### src/sv/handle_slot_table_core_assert.svh
// Assertion macros for the handle slot table core.
// Used by the top level only; depends on nothing else.
`ifndef HANDLE_SLOT_TABLE_CORE_ASSERT_SVH
`define HANDLE_SLOT_TABLE_CORE_ASSERT_SVH

`ifndef SYNTH
// Implication in the same cycle, disabled during reset.
`define HST_ASSERT_IMPL(label, clk, rst_n, ante, cons) \
  label: assert property (@(posedge clk) disable iff (!rst_n) (ante) |-> (cons)) \
    else $error("assertion failed");
// Implication in the next cycle, disabled during reset.
`define HST_ASSERT_NEXT(label, clk, rst_n, ante, cons) \
  label: assert property (@(posedge clk) disable iff (!rst_n) (ante) |=> (cons)) \
    else $error("assertion failed");
`else
`define HST_ASSERT_IMPL(label, clk, rst_n, ante, cons)
`define HST_ASSERT_NEXT(label, clk, rst_n, ante, cons)
`endif

`endif

### src/sv/hst_ram.sv
// Generic simple dual-port RAM with a registered read port.
// No dependencies.
`default_nettype none

module hst_ram #(
  parameter int WIDTH = 8,
  parameter int DEPTH = 16
) (
  input  wire logic                     clk,
  input  wire logic                     we,
  input  wire logic [$clog2(DEPTH)-1:0] waddr,
  input  wire logic [WIDTH-1:0]         wdata,
  input  wire logic [$clog2(DEPTH)-1:0] raddr,
  output logic      [WIDTH-1:0]         rdata
);

  logic [WIDTH-1:0] mem [DEPTH];

  // One write and one registered read per cycle.
  always_ff @(posedge clk) begin
    if (we) begin
      mem[waddr] <= wdata;
    end
    rdata <= mem[raddr];
  end

endmodule

`default_nettype wire

### config.mk
export PLATFORM = sky130hd
export DESIGN_NAME = hst_ram
export DESIGN_NICKNAME = d
export VERILOG_FILES = /design/src/sv/handle_slot_table_core_assert.svh /design/src/sv/hst_ram.sv
export SDC_FILE = /design/constraint.sdc
export NUM_CORES = 1
export LEC_CHECK = 0
export BUFFER_PORTS_ARGS = -buffer_cell sky130_fd_sc_hd__buf_2
export CAP_MARGIN = 20
export CORE_ASPECT_RATIO = 1.75
export CORE_MARGIN = 10
export CORE_UTILIZATION = 40
export CTS_CLUSTER_DIAMETER = 150
export DETAILED_ROUTE_END_ITERATION = 12
export PLACE_DENSITY = 0.66
export SYNTH_ARGS = -nofsm -noshare
export SYNTH_HDL_FRONTEND = slang
export SYNTH_SLANG_ARGS = --single-unit
### constraint.sdc
create_clock -name clk -period 2.2 [get_ports clk]
set_input_delay 0.11 -clock clk [delete_from_list [all_inputs] [get_ports clk]]
set_output_delay 0.11 -clock clk [all_outputs]
set_load 0.05 [all_outputs]
==> impl_metrics.tcl <==
set metrics [dict create \
    status "completed" \
    clock_latency_ps 410 \
    syn-instance-count 229 \
    crit_chain "mux4_1, a22oi_1, nand2_1" \
    clockBufferDepth 2 \
    crit_path_start_kind "flop" \
    r2r_cells 3 \
    slew_violations 0 \
    area_growth_pct 19.2 \
    stdcell_count 461 \
    worst_slack_ps 870 \
    drive_gt1_frac 0.311 \
    drtAntennaViolNets 0 \
    maxCapViolCount 0 \
    critPathCaptureType "flop" \
    grt_pass1_wl_um 15500 \
    max_stage_delay_ps 500 \
    clkTransAtPathRegs_ps 50 \
    die_width_um 106 \
    htreeDepth 4 \
    final_cell_mix "edfxtp_1 (128), buf_2 (25), mux4_2 (18)" \
    synth_top_area_share 0.747 \
    ios 26 \
    antenna_found_initial 0 \
    cts_tree "done" \
    placed_cells 429 \
    grt_overflow_total 0 \
    num_vias 2434 \
    fp.dieH_um 170 \
    critical_path_class "flop to flop" \
    num_antenna_cells 0 \
    post_cts_resized 0 \
    place_area_um2 5550 \
    grt_pass1_vias 2674 \
    min_path_type "primary input to flop" \
    setup_tns_ps 0 \
    relSlewSlack 0.510 \
    final_common_cell "edfxtp_1" \
    worst_slew_pin_slew_ps 733 \
    via_per_inst 5.28 \
    leakagePower_nw 2.08 \
    dieArea_um2 18000 \
    netlist_top_cells_area "edfxtp_1 (75%), mux4_2 (7.9%), mux4_1 (7.1%), dfxtp_1 (3.1%), a22oi_1 (2.3%)" \
    fin_crit_sh 0.604 \
    p_per_area_nw_per_um2 975 \
    period_minus_slack_ps 1330 \
    hold_depth 1 \
    syn_area_per_cell_um2 22.5 \
    cts.sinks 136 \
    crit_buf_inv 0 \
    grt_setup_unrepaired "false" \
    power.total_mw 5.98 \
    numCtsBuffers 17 \
    synth_seq_cells 136 \
    whs_ps 82.7 \
    fmax_ghz 0.752 \
    crit_cells 3 \
    io_buffers 25 \
    fin_util 0.488 \
    first_iter_violations 140 \
    setup_viol_count_final 0 \
    critical-path-top-delay-family "multiplexers" \
    cp_slowest_cell "mux4_1" \
    track_usage 0.119 \
    vdd_ir_drop_max_mv 0.489 \
    synth_top_area_cell "edfxtp_1" \
    post_cts_buffers 0 \
    pre_cts_ws_ps 490 \
    ys_warn_count 0 \
    fin_nets 298 \
    cts-root-buf "clkbuf_16" \
    dr.pass1.iters 4 \
    cp.arrival_ps 1630 \
    fp-row-count 54 \
    drc 0 \
    hold_viol_final 0 \
    wl_per_cell_um 21.2 \
    wl_um 9760 \
    grt_max_degree 33 \
    synth_cell_types 19 \
    place_congestion 0.738 \
    cts_hold_buffers 0 \
    critPathRequiredTime_ps 2500 \
    synth_area_um2 5150 \
    syn_nets 247 \
    fin_area_um2 6130 \
    crit_path_max_fanout 1 \
    dpl.hpwl_um 6680 \
    core_area_um2 12600 \
    synth-seq-area-share 0.778 \
    clock_skew_ps 5.83 \
    start_util 0.410 \
]
==> sequential cells by signal (all words and copies together) (netlist names) <==
| name | cells |
|---|---|
| mem | 128 |
| rdata | 8 |
==> layer usage <==
layer  wire (um)  part of all wire  up-vias  global-route usage
met5           0                 0        -                   0
li1            -                 -     1077                   -
met3         497             0.051       16              0.0386
met1        3490              0.36     1258               0.119
met2        5530              0.57       83               0.212
met4         241             0.025        0              0.0662
==> power by group <==
group          leakage (nW)  internal (mW)  switching [mW]
logic                 0.570          0.115           0.206
clock network         0.287           1.76           0.989
registers              1.22           2.90          0.0155
==> synth_stat cells <==
library cell,instances
and2_1,1
a22oi_1,16
buf_4,1
nand2_1,9
clkdlybuf4s25_2,3
and2b_1,1
nor3_1,4
buf_6,3
dfxtp_1,8
or3b_2,1
nand3b_1,2
buf_2,3
edfxtp_1,128
nor2b_1,1
mux4_1,14
nor2_1,13
nand3_1,1
mux4_2,18
nand2b_1,2
==> worst register-to-register path: cells and delay by family, from the launching register on <==
family	cells	cell delay, ps
DFF	1	380
and+or+nand+nor	1	80
muxes	1	500
AOI/OAI and AO/OA	1	260
==> cell families (layout without fill, tap and decap cells) <==
family,count (synthesis),count (layout),synth area share
and+or+nand+nor,35,35,0.0318
buffers and inverters,10,74,0.0168
AOI/OAI and AO/OA,16,16,0.0233
DFF,136,136,0.778
muxes,32,32,0.150
==> worst paths after layout <==
path / startpoint / end / slack, ps
setup / recovery: mem[2][3] / rdata[3] / 870
hold / removal: wdata[1] / mem[10][1] / 80
setup reg to reg: mem[2][3] / rdata[3] / 870
hold reg to reg: mem[13][1] / rdata[1] / 660
==> layout make-up <==
cell class	instances	area (um^2)
tap	168	210
sequential	136	4000
multi-input combinational	83	1060
timing repair buffer	42	278
fill	1052	6430
clock buffer	17	425
clock inverter	15	160
No activity file was read; power rests on OpenSTA's default activity.
